<file path="src/rtl/bls_pkg.sv">
// ----------------------------------------------------------------------------
// bls_pkg
// Shared types and codes for the bounded LIFO stack: operation and status
// codes, the failure word and the stream field layout.
// ----------------------------------------------------------------------------
package bls_pkg;

	localparam int WORD_W   = 32;
	localparam int CAP_W    = 5;
	localparam int POS_W    = 5;
	localparam int OP_W     = 2;
	localparam int STATUS_W = 2;

	// input tdata layout
	localparam int IN_TDATA_W  = 40;
	localparam int IN_OP_LO    = 0;
	localparam int IN_VAL_LO   = IN_OP_LO + OP_W;
	localparam int IN_POS_LO   = IN_VAL_LO + WORD_W;

	// output tdata layout
	localparam int OUT_TDATA_W  = 40;
	localparam int OUT_DATA_LO  = 0;
	localparam int OUT_STAT_LO  = OUT_DATA_LO + WORD_W;
	localparam int OUT_FULL_BIT = OUT_STAT_LO + STATUS_W;
	localparam int OUT_EMPT_BIT = OUT_FULL_BIT + 1;
	localparam int OUT_PAD_W    = OUT_TDATA_W - OUT_EMPT_BIT - 1;

	localparam logic [OP_W-1:0] OP_PUSH = 2'd0;
	localparam logic [OP_W-1:0] OP_POP  = 2'd1;
	localparam logic [OP_W-1:0] OP_PEEK = 2'd2;
	localparam logic [OP_W-1:0] OP_TOP  = 2'd3;

	localparam logic [STATUS_W-1:0] ST_OK        = 2'd0;
	localparam logic [STATUS_W-1:0] ST_OVERFLOW  = 2'd1;
	localparam logic [STATUS_W-1:0] ST_UNDERFLOW = 2'd2;
	localparam logic [STATUS_W-1:0] ST_INVALID   = 2'd3;

	localparam logic [WORD_W-1:0] FAIL_WORD = '1;

	localparam logic [CAP_W-1:0] CAP_RESET = 5'd10;

	// result fields that wait for the memory read
	typedef struct packed {
		logic [STATUS_W-1:0] status;
		logic                is_full;
		logic                is_empty;
		logic                use_mem;
	} res_ctrl_t;

endpackage

</file>
<file path="src/rtl/bounded_lifo_stack.sv">
// ----------------------------------------------------------------------------
// bounded_lifo_stack
// Bounded LIFO stack of signed 32-bit words with push, pop, peek and top.
// ----------------------------------------------------------------------------
// The stack takes one request per cycle and returns one result per request,
// in order. A request is decoded against the live entry count at the input
// transfer: push writes its word into the memory at that edge, while pop,
// peek and top issue a read. The memory returns the word in the next cycle,
// and the result loads the output register once that register is free or
// drains, so a result passes the read stage and the output register before
// it is offered. The sustained rate is one request per cycle as long as the
// output is taken. While the output is held off, one result waits in the
// output register and one in the read stage, and input ready drops until the
// output drains. The count is updated at the input transfer, so the next
// request already sees it, and a push is in the memory before any later read
// can be issued. Capacity is min(capacity register, DEPTH) and may be lowered
// below the current count: stored words stay readable and pushes overflow.
// The memory needs no clearing after reset: only written words are output.
// ----------------------------------------------------------------------------
module bounded_lifo_stack #(
	parameter int DEPTH = 16
) (
	input  logic                              clk,
	input  logic                              arst_n,
	// capacity register write
	input  logic                              cfg_valid,
	output logic                              cfg_ready,
	input  logic [bls_pkg::CAP_W-1:0]         cfg_data,
	// requests
	input  logic                              s_axis_tvalid,
	output logic                              s_axis_tready,
	// [1:0] op, [33:2] push_value, [38:34] position, [39] zero
	input  logic [bls_pkg::IN_TDATA_W-1:0]    s_axis_tdata,
	// results
	output logic                              m_axis_tvalid,
	input  logic                              m_axis_tready,
	// [31:0] read_data, [33:32] status, [34] is_full, [35] is_empty,
	// [39:36] zero
	output logic [bls_pkg::OUT_TDATA_W-1:0]   m_axis_tdata
);

	localparam int CW = $clog2(DEPTH + 1);
	localparam int AW = $clog2(DEPTH);
	localparam int W  = (CW > bls_pkg::CAP_W) ? CW : bls_pkg::CAP_W;

	// request fields
	logic [bls_pkg::OP_W-1:0]          op;
	logic signed [bls_pkg::WORD_W-1:0] push_value;
	logic [bls_pkg::POS_W-1:0]         position;

	assign op         = s_axis_tdata[bls_pkg::IN_OP_LO +: bls_pkg::OP_W];
	assign push_value = s_axis_tdata[bls_pkg::IN_VAL_LO +: bls_pkg::WORD_W];
	assign position   = s_axis_tdata[bls_pkg::IN_POS_LO +: bls_pkg::POS_W];

	// state
	logic [bls_pkg::CAP_W-1:0] capacity_q;
	logic [CW-1:0]             count_q;

	// read stage and output register
	logic                              valid_s1;
	bls_pkg::res_ctrl_t                ctrl_s1;
	logic signed [bls_pkg::WORD_W-1:0] rdata;
	logic                              out_valid_q;
	logic [bls_pkg::OUT_TDATA_W-1:0]   out_data_q;

	// decode
	logic               accept;
	logic               adv_s1;
	logic [W-1:0]       cap_w;
	logic [W-1:0]       cnt_w;
	logic [W-1:0]       pos_w;
	logic [W-1:0]       diff_w;
	logic [CW-1:0]      count_nxt;
	logic               we;
	logic [AW-1:0]      raddr;
	bls_pkg::res_ctrl_t ctrl_nxt;
	logic signed [bls_pkg::WORD_W-1:0] read_data;

	assign cfg_ready = 1'b1;

	// advance the read stage whenever the output register is free or drains
	assign adv_s1        = !out_valid_q || m_axis_tready;
	assign s_axis_tready = !valid_s1 || adv_s1;
	assign accept        = s_axis_tvalid && s_axis_tready;

	always_comb begin
		cap_w = (W'(capacity_q) > W'(DEPTH)) ? W'(DEPTH) : W'(capacity_q);
		cnt_w = W'(count_q);
		pos_w = W'(position);
		// peek counts from the top; pop and top address the top itself
		diff_w = cnt_w - ((op == bls_pkg::OP_PEEK) ? pos_w : W'(1));
		raddr  = diff_w[AW-1:0];

		count_nxt        = count_q;
		we               = 1'b0;
		ctrl_nxt.status  = bls_pkg::ST_OK;
		ctrl_nxt.use_mem = 1'b0;

		case (op)
			bls_pkg::OP_PUSH: begin
				if (cnt_w >= cap_w) begin
					ctrl_nxt.status = bls_pkg::ST_OVERFLOW;
				end else begin
					we        = 1'b1;
					count_nxt = CW'(count_q + CW'(1));
				end
			end
			bls_pkg::OP_POP: begin
				if (count_q == '0) begin
					ctrl_nxt.status = bls_pkg::ST_UNDERFLOW;
				end else begin
					ctrl_nxt.use_mem = 1'b1;
					count_nxt        = CW'(count_q - CW'(1));
				end
			end
			bls_pkg::OP_PEEK: begin
				if (pos_w == '0 || pos_w > cnt_w) begin
					ctrl_nxt.status = bls_pkg::ST_INVALID;
				end else begin
					ctrl_nxt.use_mem = 1'b1;
				end
			end
			default: begin
				if (count_q == '0) begin
					ctrl_nxt.status = bls_pkg::ST_UNDERFLOW;
				end else begin
					ctrl_nxt.use_mem = 1'b1;
				end
			end
		endcase

		ctrl_nxt.is_full  = (W'(count_nxt) >= cap_w);
		ctrl_nxt.is_empty = (count_nxt == '0);
	end

	bls_ram #(
		.DEPTH (DEPTH)
	) u_ram (
		.clk   (clk),
		.we    (accept && we),
		.waddr (count_q[AW-1:0]),
		.wdata (push_value),
		.re    (accept),
		.raddr (raddr),
		.rdata (rdata)
	);

	always_ff @(posedge clk or negedge arst_n) begin
		if (!arst_n) begin
			capacity_q <= bls_pkg::CAP_RESET;
		end else if (cfg_valid && cfg_ready) begin
			capacity_q <= cfg_data;
		end
	end

	always_ff @(posedge clk or negedge arst_n) begin
		if (!arst_n) begin
			count_q  <= '0;
			valid_s1 <= 1'b0;
		end else begin
			if (accept) begin
				count_q  <= count_nxt;
				valid_s1 <= 1'b1;
			end else if (adv_s1) begin
				valid_s1 <= 1'b0;
			end
		end
	end

	// status and flags travel beside the memory read
	always_ff @(posedge clk) begin
		if (accept) begin
			ctrl_s1 <= ctrl_nxt;
		end
	end

	// failed requests and pushes return the all-ones word
	assign read_data = ctrl_s1.use_mem ? rdata : bls_pkg::FAIL_WORD;

	always_ff @(posedge clk or negedge arst_n) begin
		if (!arst_n) begin
			out_valid_q <= 1'b0;
		end else if (valid_s1 && adv_s1) begin
			out_valid_q <= 1'b1;
		end else if (m_axis_tready) begin
			out_valid_q <= 1'b0;
		end
	end

	always_ff @(posedge clk) begin
		if (valid_s1 && adv_s1) begin
			out_data_q <= {{bls_pkg::OUT_PAD_W{1'b0}}, ctrl_s1.is_empty,
				ctrl_s1.is_full, ctrl_s1.status, read_data};
		end
	end

	assign m_axis_tvalid = out_valid_q;
	assign m_axis_tdata  = out_data_q;

endmodule

</file>
<file path="src/rtl/bls_ram.sv">
// ----------------------------------------------------------------------------
// bls_ram
// Word store of the stack: one write port, one read port, registered read.
// ----------------------------------------------------------------------------
module bls_ram #(
	parameter int DEPTH = 16
) (
	input  logic                            clk,
	input  logic                            we,
	input  logic [$clog2(DEPTH)-1:0]        waddr,
	input  logic signed [bls_pkg::WORD_W-1:0] wdata,
	input  logic                            re,
	input  logic [$clog2(DEPTH)-1:0]        raddr,
	output logic signed [bls_pkg::WORD_W-1:0] rdata
);

	logic signed [bls_pkg::WORD_W-1:0] mem [DEPTH];

	always_ff @(posedge clk) begin
		if (we) begin
			mem[waddr] <= wdata;
		end
	end

	always_ff @(posedge clk) begin
		if (re) begin
			rdata <= mem[raddr];
		end
	end

endmodule

</file>
<file path="config.mk">
export PLATFORM = sky130hd
export DESIGN_NAME = bounded_lifo_stack
export DESIGN_NICKNAME = d
export VERILOG_FILES = /design/src/rtl/bls_pkg.sv /design/src/rtl/bounded_lifo_stack.sv /design/src/rtl/bls_ram.sv
export SDC_FILE = /design/constraint.sdc
export NUM_CORES = 1
export LEC_CHECK = 0
export ABC_AREA = 1
export BUFFER_PORTS_ARGS = -buffer_cell sky130_fd_sc_hd__buf_2
export CAP_MARGIN = 40
export CORE_ASPECT_RATIO = 0.75
export CORE_MARGIN = 4
export CORE_UTILIZATION = 45
export DETAILED_ROUTE_END_ITERATION = 12
export PLACE_DENSITY = 0.7
export SLEW_MARGIN = 5
export SYNTH_ARGS = -nofsm -noshare
export SYNTH_HDL_FRONTEND = slang
export SYNTH_HIERARCHICAL = 1
export SYNTH_SLANG_ARGS = --single-unit
export TNS_END_PERCENT = 30
</file>
<file path="constraint.sdc">
create_clock -name clk -period 4.8 [get_ports clk]
set_clock_uncertainty 0.15 [all_clocks]
set_input_delay 0.72 -clock clk [delete_from_list [all_inputs] [get_ports clk]]
set_output_delay 0.72 -clock clk [all_outputs]
set_load 0.02 [all_outputs]
</file>
Word level (Yosys, flattened, before mapping)
Memory sizes are Yosys's and may differ from the RTL's. A register that Yosys moved wholly into a read port is not among the register bits. Cells that the tools add are included.

Flip-flop bits (word level): 53. RAM bits: 512. Bits of input ports: 50. Memories kept: 1.

Add/sub/neg operators: 3. Order comparisons: 4. Equality and inequality tests: 2. Muxes and demuxes: 20. Reduce and logical (&&, ||, !) cells: 14.

Memories: u_ram.mem (words 16, width 32, read ports 1, clocked after memory_dff 1, write ports 1, RTL line bls_ram.sv:17) `logic signed [bls_pkg::WORD_W-1:0] mem [DEPTH];`.

Operators by type and width (count): logical NOT 5 bit (3); 2-to-1 mux 5 bit (3); 2-to-1 mux 1 bit (11); >= comparator 5 bit (2); case mux 5 bit (2 select lines) (1); adder 5 x 1 -> 5 bit (second input constant) (1); > comparator 5 bit (1); > comparator 5 bit (second input constant) (1); subtractor 5 x 1 -> 5 bit (second input constant) (1); 2-to-1 mux 2 bit (2); 2-to-1 mux 4 bit (1); case mux 2 bit (2 select lines) (1); nonzero test 2 bit (2); subtractor 4 bit (1); logical AND 1 bit (3); logical OR 1 bit (3); == test 2 x 1 -> 1 bit (second input constant) (1); == test 2 bit (second input constant) (1); logical NOT 1 bit (2); logical NOT 2 bit (1); case mux 1 bit (2 select lines) (1).

Depth between registers and ports, before layout
Gate-level depths: netlist of run 1.

Word-level depth: 8. Mapped depth: 20. Gate-level depth less buffers: 20.

Cells and area by module
The synthesis of run 1 kept the hierarchy.

By module, submodules not included: bls_ram (instances 1, cells an instance 2122, area each 23052.1 µm²); bounded_lifo_stack (instances 1, cells an instance 320, area each 2936.6 µm²).

Worst setup path after synthesis of run 1
No wires, ideal clock.

Kind: flip-flop to flip-flop. Start point: reg capacity_q[3] (netlist name). End point: mem u_ram/mem[11][0] (netlist name) (enable). Data arrival time: 3.166 ns. Data required time: 4.229 ns. Setup slack: 1.063 ns. Stages on the path, launching flop included: 14. Cells stage by stage: dfstp_2 -> inv_1 -> nor2_1 -> inv_1 -> ha_1 -> nand2_2 -> inv_2 -> nand2_2 -> nand2_1 -> nor2_2 -> nand2_1 -> nor2_1 -> nand3_1 -> nor2_1.

Longest elaborated chain between the ends: 8.

Ends and longest elaborated chain: start, declared (RTL line bounded_lifo_stack.sv:56) `logic [bls_pkg::CAP_W-1:0] capacity_q;`; start signal, assigned (RTL line bounded_lifo_stack.sv:150) `capacity_q <= bls_pkg::CAP_RESET;`; start signal, assigned (RTL line bounded_lifo_stack.sv:152) `capacity_q <= cfg_data;`; > comparator 5 bit (RTL line bounded_lifo_stack.sv:87) `cap_w = (W'(capacity_q) > W'(DEPTH)) ? W'(DEPTH) : W'(capacity_q);`; 2-to-1 mux 5 bit * (RTL line bounded_lifo_stack.sv:87); >= comparator 5 bit * (RTL line bounded_lifo_stack.sv:101) `if (cnt_w >= cap_w) begin`; 2-to-1 mux 1 bit * (RTL line bounded_lifo_stack.sv:101); 2-to-1 mux 1 bit * (RTL line bounded_lifo_stack.sv:99) `case (op)`; logical AND 1 bit * (RTL line bounded_lifo_stack.sv:140) `.we (accept && we),`; 2-to-1 mux 1 bit * (RTL line bls_ram.sv:20) `if (we) begin`; 2-to-1 mux 1 bit (not written as such) * (RTL line bls_ram.sv:21) `mem[waddr] <= wdata;`; end, declared (RTL line bls_ram.sv:17).

Every way passes the cells marked *; elsewhere a longest branch is shown, timed or not.

Worst setup path in the final report of run 1
Start point: reg count_q[0], in the netlist cnt_w[0]. End point: mem u_ram/mem[11][18] (netlist name) (enable).

Longest elaborated chain between the ends: 6.

Ends and longest elaborated chain: start, declared (RTL line bounded_lifo_stack.sv:57) `logic [CW-1:0] count_q;`; start signal, assigned (RTL line bounded_lifo_stack.sv:162) `count_q <= count_nxt;`; >= comparator 5 bit (RTL line bounded_lifo_stack.sv:101); 2-to-1 mux 1 bit (RTL line bounded_lifo_stack.sv:101); 2-to-1 mux 1 bit (RTL line bounded_lifo_stack.sv:99); logical AND 1 bit (RTL line bounded_lifo_stack.sv:140); 2-to-1 mux 1 bit (RTL line bls_ram.sv:20); 2-to-1 mux 1 bit (not written as such) (RTL line bls_ram.sv:21).

Parallel ways exist; a longest one is shown, timed or not.

==> qor.csv, run 1 <==
stage,metric,value,unit
run_status,outcome,"finished, final reports clean",
placed_design,RD Place Congestion,0.787,
yosys,Post-Syn Area,26000,sq um
yosys,Yosys warning count,6,
yosys,register area share after synthesis,68.8,%
worst_setup_path,most frequent cell on the critical path,nand2_1,
yosys,top-area cell type share of the netlist area,67.6,%
power_and_ir_drop,Net Sw Frac,38.0,%
sta,Worst-Margin Slew,0.862,ns
global_routing,total grt overflow,0,
worst_setup_path,Setup crit start,cnt_w[0],
cts,Inserted Clock Buffers,55,
power_and_ir_drop,power per cell area,588,nW/um^2
cts,CTS H-tree depth,2,
yosys,Area contributors post-synth,"edfxtp_1 (68%), nand2_1 (11%), nand3_1 (7.6%)",
sta,RSZ-0062 raised after global routing,false,
power_and_ir_drop,Power Total,17.0,mW
worst_setup_path,Worst path top cell family by delay,simple AND/OR/NAND/NOR gates,
global_routing,initial antenna violation count,2,
route,drt total wl,58800,um
power_and_ir_drop,sequential share of power,37.6,%
sta,max-slew violation count,0,
min_path,worst hold path stage count,3,
yosys,"FF+latch count, synth",597,
sta,min Tclk post-route,3.67,ns
floorplanning,Core Area,56500,sq um
cts,cts repair resizes,0,
route,vias post-DR,16600,
yosys,number of flops mapped to enable cells by yosys,585,
sta,Fmax achieved,0.273,GHz
worst_setup_path,crit end category,flop,
placed_design,PortBufs,86,
sta,# setup viols final,0,
yosys,Commonest cells post-synth,"nand2_1 (769), edfxtp_1 (585), inv_1 (451)",
cts,Clock Latency Late Sink,0.61,ns
sta,Tcrit/Tclk final,76.4,%
finish,fraction of layout cells with a size suffix above 1,9.86,%
flow_run,max cap viols,0,
sta,Relative slew margins,42.6,%
route,DRT iter0 DRCs,1343,
route,DRC viols,0,
cts,"Clk pin slew, worst setup/hold paths",0.07,ns
sta,Final TNS setup,0,ns
floorplanning,Die Ht,216,um
global_routing,vias in the first global route,16000,
yosys,post-synthesis cell type count,36,
yosys,ys flop type,edfxtp_1,
power_and_ir_drop,leakage power,12.3,nW
worst_setup_path,Worst Setup EP,u_ram/mem[11][18],
finish,# diodes,0,
cts,hold bufs inserted after CTS,1,
worst_setup_path,Worst EP required,4.94,ns
worst_setup_path,RR Startpoint,cnt_w[0],
power_and_ir_drop,Comb pwr share,37.4,%
cts,clk sink count,597,
floorplanning,chip width,285,um
placed_design,DP Wirelength,31000,um
cts,clock root cell,clkbuf_16,
cts,CTS tree,yes,
worst_setup_path,CP Cell Sequence,"inv_1, ha_1, inv_1, nand2_1, nand2_1, nor2_1, nor2_2, nand2_1, nor2_1, nand3_1, nor2_4, buf_12",
worst_setup_path,Worst path slowest cell,dfrtp_1,
worst_setup_path,startpoint types,flop,
min_path,Hold Crit Class,primary input to flop,
route,WL/cell,17.7,um
floorplanning,row cnt,75,
finish,synthesis-to-finish area growth,11.6,%
cts,postcts setup bufs,0,
yosys,top-count cell post-synth,nand2_1,
finish,nets,2582,
global_routing,largest net degree at the start of global routing,145,
yosys,leading area contributor after synthesis,edfxtp_1,
global_routing,global-route wire length before repair,90600,um
global_routing,Tot GR Track Use,18.9,%
worst_setup_path,Worst path depth,12,
route,post-route ant nets,0,
power_and_ir_drop,peak supply drop,0.000701,V
worst_setup_path,Max stage delay on crit path,0.66,ns
route,drt first pass iters,7,
power_and_ir_drop,Clock power frac,25.0,%
yosys,Async SR Flop Fraction,2.01,%
worst_setup_path,critical path data arrival time,3.81,ns
floorplanning,io pins,93,
worst_setup_path,worst-path maximum fanout,23,
power_and_ir_drop,Int Pwr,10.6,mW
cts,clock buffer depth,3,
worst_setup_path,worst-case reg-to-reg path depth,12,
worst_setup_path,crit path buf inv count,3,
route,via/cell ratio,5.00,
yosys,syn_area_per_cell,10.6,sq um
worst_setup_path,Critical R2R Capture,u_ram/mem[11][18],
sta,"Hold Vio Cnt, Final",0,
floorplanning,full die area,61700,sq um
yosys,Cells after Synth,2442,
floorplanning,starting density of the core,46.0,%
power_and_ir_drop,P_sw,6.48,mW
worst_setup_path,FF-to-FF setup slack,1.13,ns
worst_setup_path,crit path kind,flop to flop,
[logic make-up (layout without fill, tap and decap cells)]
group / after synthesis / count (layout) / synth area share (%)
muxes: 2 / 2 / 0.0867
other: 2 / 5 / 0.0289
xor gates and xnor gates: 4 / 4 / 0.135
AOI/OAI and AO/OA: 26 / 26 / 0.587
DFF: 597 / 597 / 68.8
adders and majority gates: 20 / 20 / 0.992
and+or+nand+nor: 1218 / 1218 / 19.8
buffers and inverters: 573 / 684 / 9.57
[registers in the layout (all words and copies together) (netlist names)]
register,cells
capacity_q,5
cnt_w,5
ctrl_s1,5
m_axis_tdata,36
m_axis_tvalid,1
u_ram/mem,512
u_ram/rdata,32
valid_s1,1
[worst min-delay path by stage]
stage / startpoint / to / slack [ns]
floorplan: ctrl_s1[3] / m_axis_tdata[32] / 0.25
global placement: ctrl_s1[2] / m_axis_tdata[34] / 0.26
detailed placement: ctrl_s1[1] / m_axis_tdata[35] / 0.26
CTS: cfg_data[4] / capacity_q[4] / 0.14
global route: cfg_data[3] / capacity_q[3] / 0.19
finish: cfg_data[4] / capacity_q[4] / 0.17
[power groups by stage]
stage	Combinational (mW)	Clock (mW)	Sequential (mW)
6_report	6.37	4.26	6.41
5_1_grt	7.09	4.58	6.44
4_1_cts	6.37	4.35	6.42
3_5_place_dp	6.33	0	6.53
3_3_place_gp	6.15	0	6.52
2_1_floorplan	4.63	0	6.53
[metal layers]
| layer | track usage (%) | vias to the layer above | share of wire (%) |
|---|---|---|---|
| li1 | - | 8009 | - |
| met1 | 25.7 | 7857 | 43 |
| met2 | 31.3 | 619 | 47 |
| met3 | 3.48 | 126 | 7.5 |
| met4 | 5.65 | 4 | 2.4 |
| met5 | 0 | - | 0.058 |
[cells in the final DEF (no fill, tap or decap), types with 9 or more instances in the layout]
cell type | synthesis | routed
buf_12 | 1 | 13
buf_2 | 41 | 86
buf_4 | 11 | 23
clkbuf_1 | 17 | 12
clkbuf_16 | 0 | 55
clkinv_1 | 1 | 13
clkinv_2 | 0 | 9
dfrtp_1 | 10 | 10
edfxtp_1 | 585 | 585
ha_1 | 19 | 19
inv_1 | 451 | 447
nand2_1 | 769 | 769
nand3_1 | 396 | 396
nor2_1 | 35 | 19
nor2_4 | 0 | 16
o21ai_0 | 12 | 12
[stage by stage]
stage / setup slack, ns / cell area, sq um / std cells / util (%) / hold WS, ns
detailed placement: 1.07 / 27300 / 3224 / 48.3 / 0.257
CTS: 1.16 / 29000 / 3326 / 51.3 / 0.141
finish: 1.13 / 29000 / 3326 / 51.3 / 0.169
global route: 0.973 / 29000 / 3326 / 51.3 / 0.190
global placement: 1.04 / 27200 / 3221 / 48.2 / 0.256
floorplan: 1.06 / 26000 / 2445 / - / 0.250
[cell type report]
cell class              count  area, sq um
clock inverters            34          308
flip-flops and latches    597        17900
clock buffers              67         1420
multi-input cells        1275         5790
fillers                  4822        27500
inverters                 458         1740
well taps                 770          963
repair buffers            125          916
[worst register-to-register path: cells and delay by family, from the launching register on]
kind	cells	cell delay [ns]
adders and majority gates	1	0.33
buffers and inverters	3	0.58
and+or+nand+nor	8	1.62
DFF	1	0.66
No activity file was read; power rests on OpenSTA's default activity.
==> run 2, diff against run 1 <==
clock period = 3.7 ns   (was 4.8 ns; I/O delays follow)
==> qor.csv, run 2 (synthesis results as in run 1) <==
stage,metric,value,unit,change
floorplanning,starting density of the core,46.0,%,unchanged
route,via/cell ratio,5.09,,was 5.00
sta,Tcrit/Tclk final,90.2,%,was 76.4%
power_and_ir_drop,Power Total,22.3,mW,was 17.0 mW
power_and_ir_drop,Clock power frac,24.4,%,was 25.0%
route,post-route ant nets,0,,unchanged
min_path,worst hold path stage count,3,,unchanged
route,DRT iter0 DRCs,1602,,was 1343
floorplanning,chip width,285,um,unchanged
finish,Final Non-Filler Cells,3340,,was 3326
floorplanning,Core Area,56500,sq um,unchanged
worst_setup_path,Max stage delay on crit path,0.51,ns,was 0.66 ns
run_status,outcome,"finished, final reports clean",,unchanged
finish,"commonest cells after routing, fill and taps aside","nand2_1 (769), edfxtp_1 (585), inv_1 (447)",,unchanged
power_and_ir_drop,peak supply drop,0.00117,V,was 0.000701 V
finish,Final Instance Area,29200,sq um,was 29000 sq um
global_routing,GR Util met3,3.47,%,was 3.48%
route,WL/cell,18.2,um,was 17.7 um
route,drt total wl,60900,um,was 58800 um
sta,# setup viols final,0,,unchanged
worst_setup_path,Worst path slowest cell,dfstp_2,,was dfrtp_1
sta,max-slew violation count,0,,unchanged
global_routing,vias in the first global route,16300,,was 16.0k
global_routing,M1 GR Usage,25.8,%,was 25.7%
floorplanning,row cnt,75,,unchanged
sta,"Hold Vio Cnt, Final",0,,unchanged
sta,Worst Slack Setup Final,0.364,ns,was 1.13 ns
placed_design,DP Wirelength,32400,um,was 31000 um
worst_setup_path,critical path data arrival time,3.44,ns,was 3.81 ns
global_routing,met2 GRT Util,32.2,%,was 31.3%
min_path,min-delay src,cfg_data[3],,was cfg_data[4]
sta,min Tclk post-route,3.34,ns,was 3.67 ns
global_routing,global-route wire length before repair,92200,um,was 90600 um
sta,hold slack,0.0278,ns,was 0.169 ns
finish,Largest Register,u_ram/mem,,unchanged
worst_setup_path,Worst EP required,3.80,ns,was 4.94 ns
cts,postcts setup bufs,0,,unchanged
cts,"Clk pin slew, worst setup/hold paths",0.06,ns,was 0.07 ns
power_and_ir_drop,Comb pwr share,38.5,%,was 37.4%
global_routing,initial antenna violation count,4,,was 2
floorplanning,full die area,61700,sq um,unchanged
route,drt first pass iters,5,,was 7
global_routing,GRT busiest layer,met2,,unchanged
placed_design,Setup WS pre-CTS,0.404,ns,was 1.07 ns
sta,Relative slew margins,47.5,%,was 42.6%
finish,synthesis-to-finish area growth,12.5,%,was 11.6%
floorplanning,Die Ht,216,um,unchanged
cts,clock root cell,clkbuf_16,,unchanged
worst_setup_path,crit end category,flop,,unchanged
power_and_ir_drop,Int Pwr,13.8,mW,was 10.6 mW
finish,nets,2595,,was 2582
placed_design,DP Area,27500,sq um,was 27300 sq um
power_and_ir_drop,power per cell area,762,nW/um^2,was 588 nW/um^2
worst_setup_path,FF-to-FF setup slack,0.36,ns,was 1.13 ns
placed_design,placed instance count,3236,,was 3224
worst_setup_path,RR Startpoint,capacity_q[3],,was cnt_w[0]
global_routing,total grt overflow,0,,unchanged
power_and_ir_drop,sequential share of power,37.2,%,was 37.6%
worst_setup_path,worst-case reg-to-reg path depth,14,,was 12
finish,number of fill cells in the layout,4796,,was 4822
power_and_ir_drop,P_sw,8.48,mW,was 6.48 mW
finish,max reg flops,512,,unchanged
cts,Clock Latency Late Sink,0.58,ns,was 0.61 ns
power_and_ir_drop,Net Sw Frac,38.1,%,was 38.0%
sta,Worst-Margin Slew,0.787,ns,was 0.862 ns
flow_run,max cap viols,0,,unchanged
finish,fraction of layout cells with a size suffix above 1,10.4,%,was 9.86%
floorplanning,io pins,93,,unchanged
sta,RSZ-0062 raised after global routing,false,,unchanged
worst_setup_path,worst-path maximum fanout,12,,was 23
worst_setup_path,CP Cell Sequence,"inv_1, nor2_1, inv_1, ha_1, nand2_2, inv_2, nand2_2, nand2_1, nor2_2, nand2_1, nor2_1, nand3_1, nor2_4, buf_4",,"was inv_1, ha_1, inv_1, nand2_1, nand2_1, nor2_1, nor2_2, nand2_1, nor2_1, nand3_1, nor2_4, buf_12"
cts,clk sink count,597,,unchanged
worst_setup_path,Critical R2R Capture,u_ram/mem[10][30],,was u_ram/mem[11][18]
route,DRC viols,0,,unchanged
global_routing,Tot GR Track Use,19.2,%,was 18.9%
route,vias post-DR,17000,,was 16.6k
min_path,Worst Hold End,capacity_q[3],,was capacity_q[4]
placed_design,RD Place Congestion,0.813,,was 0.787
cts,clock buffer depth,3,,unchanged
worst_setup_path,crit path kind,flop to flop,,unchanged
power_and_ir_drop,leakage power,12.4,nW,was 12.3 nW
placed_design,PortBufs,86,,unchanged
min_path,Hold Crit Class,primary input to flop,,unchanged
finish,"most common cell after layout, fill and taps aside",nand2_1,,unchanged
cts,CTS tree,yes,,unchanged
global_routing,largest net degree at the start of global routing,163,,was 145
worst_setup_path,startpoint types,flop,,unchanged
cts,CTS H-tree depth,2,,unchanged
sta,Fmax achieved,0.300,GHz,was 0.273 GHz
cts,Inserted Clock Buffers,56,,was 55
[run 2: cell count changes in the layout (fill, tap and decap cells not counted), moves of 3 or more]
| cell | previous run | this run |
|---|---|---|
| inv_6 | 8 | 3 |
| clkinv_2 | 9 | 12 |
| clkinv_1 | 13 | 9 |
| buf_12 | 13 | 27 |
[run 2: per-layer routing]
metal	part of all wire (%)	wire length, um
met5	0.044	27
met3	7.7	4710
met1	41	25100
met2	49	29600
met4	2.4	1460
[run 2: critical path, delay by kind of cell, from the launching register on]
| kind | cells | cell delay [ns] |
|---|---|---|
| adders and majority gates | 1 | 0.31 |
| and+or+nand+nor | 9 | 1.55 |
| DFF | 1 | 0.51 |
| buffers and inverters | 4 | 0.45 |
[run 2: power by group through the flow]
stage	Sequential, mW	Combinational [mW]	Clock (mW)
3_3_place_gp	8.42	8.28	0
2_1_floorplan	8.47	6.00	0
5_1_grt	8.31	9.40	5.85
6_report	8.28	8.57	5.43
3_5_place_dp	8.43	8.48	0
4_1_cts	8.29	8.52	5.54
[run 2: worst max-delay path by stage]
stage,from,to,slack [ns],cells after the start
after floorplan,capacity_q[3],u_ram/mem[11][0],-0.04,13
after global placement,s_axis_tdata[1],u_ram/rdata[15],0.46,12
after detailed placement,capacity_q[3],u_ram/mem[15][1],0.40,14
after CTS,capacity_q[3],u_ram/mem[11][25],0.39,14
after global routing,capacity_q[3],u_ram/mem[10][23],0.23,14
final,capacity_q[3],u_ram/mem[10][30],0.36,14
[run 2: final cells by class]
class / instances / area, sq um / area share, %
Inverter: 458 / 1730 / 5.93
Clock buffer: 71 / 1480 / 5.06
Clock inverter: 30 / 236 / 0.809
Multi-Input combinational cell: 1275 / 5790 / 19.8
Tap cell: 770 / 963 / 3.30
Sequential cell: 597 / 17900 / 61.1
Timing Repair Buffer: 137 / 1150 / 3.95
Antenna cell: 2 / 5.00 / 0.0171
[run 2: through the flow]
step	TNS [ns]	utilization, %
floorplan	-8.90	-
global route	0	51.7
detailed placement	0	48.7
finish	0	51.7
global placement	0	48.7
CTS	0	51.7
[run 2: repair_timing]
item,in CTS,in global routing
hold buffers,1,0
hold endpoints to repair,12,0
gates resized for setup,0,0
==> run 3, diff against run 2 <==
HOLD_SLACK_MARGIN = 0.12   (was unset)
==> qor.csv, run 3 (synthesis results as in run 1) <==
stage,metric,value,unit,change
cts,Inserted Clock Buffers,56,,unchanged
placed_design,RD Place Congestion,0.813,,unchanged
power_and_ir_drop,Net Sw Frac,38.0,%,was 38.1%
worst_setup_path,FF-to-FF setup slack,0.33,ns,was 0.36 ns
cts,clk sink count,597,,unchanged
worst_setup_path,worst-case reg-to-reg path depth,14,,unchanged
floorplanning,starting density of the core,46.0,%,unchanged
route,vias post-DR,17000,,about the same
worst_setup_path,crit end category,flop,,unchanged
finish,storage element area,17900,sq um,unchanged
min_path,min-delay src,cfg_valid,,was cfg_data[3]
finish,"most common cell after layout, fill and taps aside",nand2_1,,unchanged
cts,cts repair resizes,0,,unchanged
power_and_ir_drop,sequential share of power,37.2,%,about the same
floorplanning,Die Ht,216,um,unchanged
flow_run,max cap viols,0,,unchanged
power_and_ir_drop,leakage power,12.4,nW,about the same
finish,Final Non-Filler Cells,3352,,was 3340
sta,Worst-Margin Slew,0.831,ns,was 0.787 ns
power_and_ir_drop,power per cell area,759,nW/um^2,was 762 nW/um^2
floorplanning,chip width,285,um,unchanged
route,drt first pass iters,6,,was 5
global_routing,initial antenna violation count,4,,unchanged
sta,Worst Slack Setup Final,0.333,ns,was 0.364 ns
finish,max reg flops,512,,unchanged
power_and_ir_drop,Int Pwr,13.8,mW,about the same
sta,RSZ-0062 raised after global routing,false,,unchanged
min_path,Hold Crit Class,primary input to flop,,unchanged
worst_setup_path,Critical R2R Capture,u_ram/mem[10][30],,unchanged
route,post-route ant nets,0,,unchanged
global_routing,largest net degree at the start of global routing,163,,unchanged
cts,clock root cell,clkbuf_16,,unchanged
cts,CTS tree,yes,,unchanged
route,drt total wl,61000,um,was 60900 um
placed_design,placed instance count,3236,,unchanged
route,via/cell ratio,5.09,,about the same
route,DRT iter0 DRCs,1441,,was 1602
worst_setup_path,Worst EP required,3.81,ns,was 3.80 ns
sta,"Hold Vio Cnt, Final",0,,unchanged
floorplanning,io pins,93,,unchanged
finish,number of fill cells in the layout,4776,,was 4796
power_and_ir_drop,Clock power frac,24.3,%,was 24.4%
global_routing,total grt overflow,0,,unchanged
sta,# setup viols final,0,,unchanged
sta,Fmax achieved,0.297,GHz,was 0.300 GHz
floorplanning,row cnt,75,,unchanged
global_routing,global-route wire length before repair,92500,um,was 92200 um
global_routing,Tot GR Track Use,19.3,%,was 19.2%
placed_design,Setup WS pre-CTS,0.404,ns,unchanged
worst_setup_path,startpoint types,flop,,unchanged
global_routing,vias in the first global route,16300,,about the same
placed_design,DP Wirelength,32400,um,unchanged
cts,hold bufs inserted after CTS,13,,was 1
sta,min Tclk post-route,3.37,ns,was 3.34 ns
cts,Clock Latency Late Sink,0.58,ns,about the same
finish,nets,2607,,was 2595
cts,"Clk pin slew, worst setup/hold paths",0.06,ns,about the same
sta,Tcrit/Tclk final,91.0,%,was 90.2%
worst_setup_path,worst-path maximum fanout,12,,unchanged
power_and_ir_drop,Comb pwr share,38.5,%,about the same
sta,hold slack,0.167,ns,was 0.0278 ns
power_and_ir_drop,Power Total,22.3,mW,about the same
min_path,Worst Hold End,capacity_q[1],,was capacity_q[3]
finish,Largest Register,u_ram/mem,,unchanged
min_path,worst hold path stage count,2,,was 3
cts,CTS H-tree depth,2,,unchanged
floorplanning,full die area,61700,sq um,unchanged
sta,max-slew violation count,0,,unchanged
worst_setup_path,crit path kind,flop to flop,,unchanged
worst_setup_path,critical path data arrival time,3.47,ns,was 3.44 ns
finish,"commonest cells after routing, fill and taps aside","nand2_1 (769), edfxtp_1 (585), inv_1 (447)",,unchanged
finish,synthesis-to-finish area growth,12.9,%,was 12.5%
run_status,outcome,"finished, final reports clean",,unchanged
floorplanning,Core Area,56500,sq um,unchanged
finish,multi-input logic area,5790,sq um,unchanged
route,DRC viols,0,,unchanged
route,WL/cell,18.2,um,about the same
power_and_ir_drop,P_sw,8.46,mW,was 8.48 mW
finish,fraction of layout cells with a size suffix above 1,10.3,%,was 10.4%
sta,Relative slew margins,44.6,%,was 47.5%
cts,clock buffer depth,3,,unchanged
cts,postcts setup bufs,0,,unchanged
placed_design,PortBufs,86,,unchanged
worst_setup_path,RR Startpoint,capacity_q[3],,unchanged
worst_setup_path,Setup crit start,capacity_q[3],,unchanged
power_and_ir_drop,peak supply drop,0.00117,V,about the same
[run 3: area by class of cell]
type	instances	area share, %
sequential	597	60.9
multi-input combinational	1275	19.7
inverter	458	5.91
clock buffer	71	5.04
timing repair buffer	149	4.34
tap	770	3.28
clock inverter	30	0.806
antenna	2	0.0171
[run 3: worst max path at each step]
stage / endpoint / slack [ns]
final: u_ram/mem[10][30] / 0.33
after global routing: u_ram/mem[10][23] / 0.19
after CTS: u_ram/mem[11][25] / 0.39
after detailed placement: u_ram/mem[15][1] / 0.40
after global placement: u_ram/rdata[15] / 0.46
after floorplan: u_ram/mem[11][0] / -0.04
[run 3: power by group through the flow]
stage | logic [mW] | clock network, mW | registers (mW)
final | 8.57 | 5.42 | 8.28
after global routing | 9.41 | 5.85 | 8.31
after CTS | 8.53 | 5.54 | 8.29
after detailed placement | 8.48 | 0 | 8.43
after global placement | 8.28 | 0 | 8.42
after floorplan | 6.00 | 0 | 8.47
[run 3: critical path: stages (launching register included)]
cell and delay (ns):
dfstp_2 0.52, inv_1 0.04, nor2_1 0.16, inv_1 0.09, ha_1 0.31, nand2_2 0.09, inv_2 0.04, nand2_2 0.08
nand2_1 0.06, nor2_2 0.14, nand2_1 0.12, nor2_1 0.28, nand3_1 0.39, nor2_4 0.26, buf_4 0.28
[run 3: metal layers]
| layer | vias up | track usage [%] | part of all wire [%] |
|---|---|---|---|
| li1 | 8069 | - | - |
| met4 | 4 | 5.97 | 2.5 |
| met1 | 8194 | 25.9 | 41 |
| met2 | 657 | 32.3 | 48 |
| met3 | 122 | 3.47 | 7.6 |
| met5 | - | 0 | 0.044 |
[run 3: per-stage QoR]
step                setup TNS (ns)  instance area (sq um)  util [%]
floorplan                    -8.90                  26000         -
global placement                 0                  27500      48.7
detailed placement               0                  27500      48.7
CTS                              0                  29300      51.9
global route                     0                  29400      52.0
finish                           0                  29400      52.0
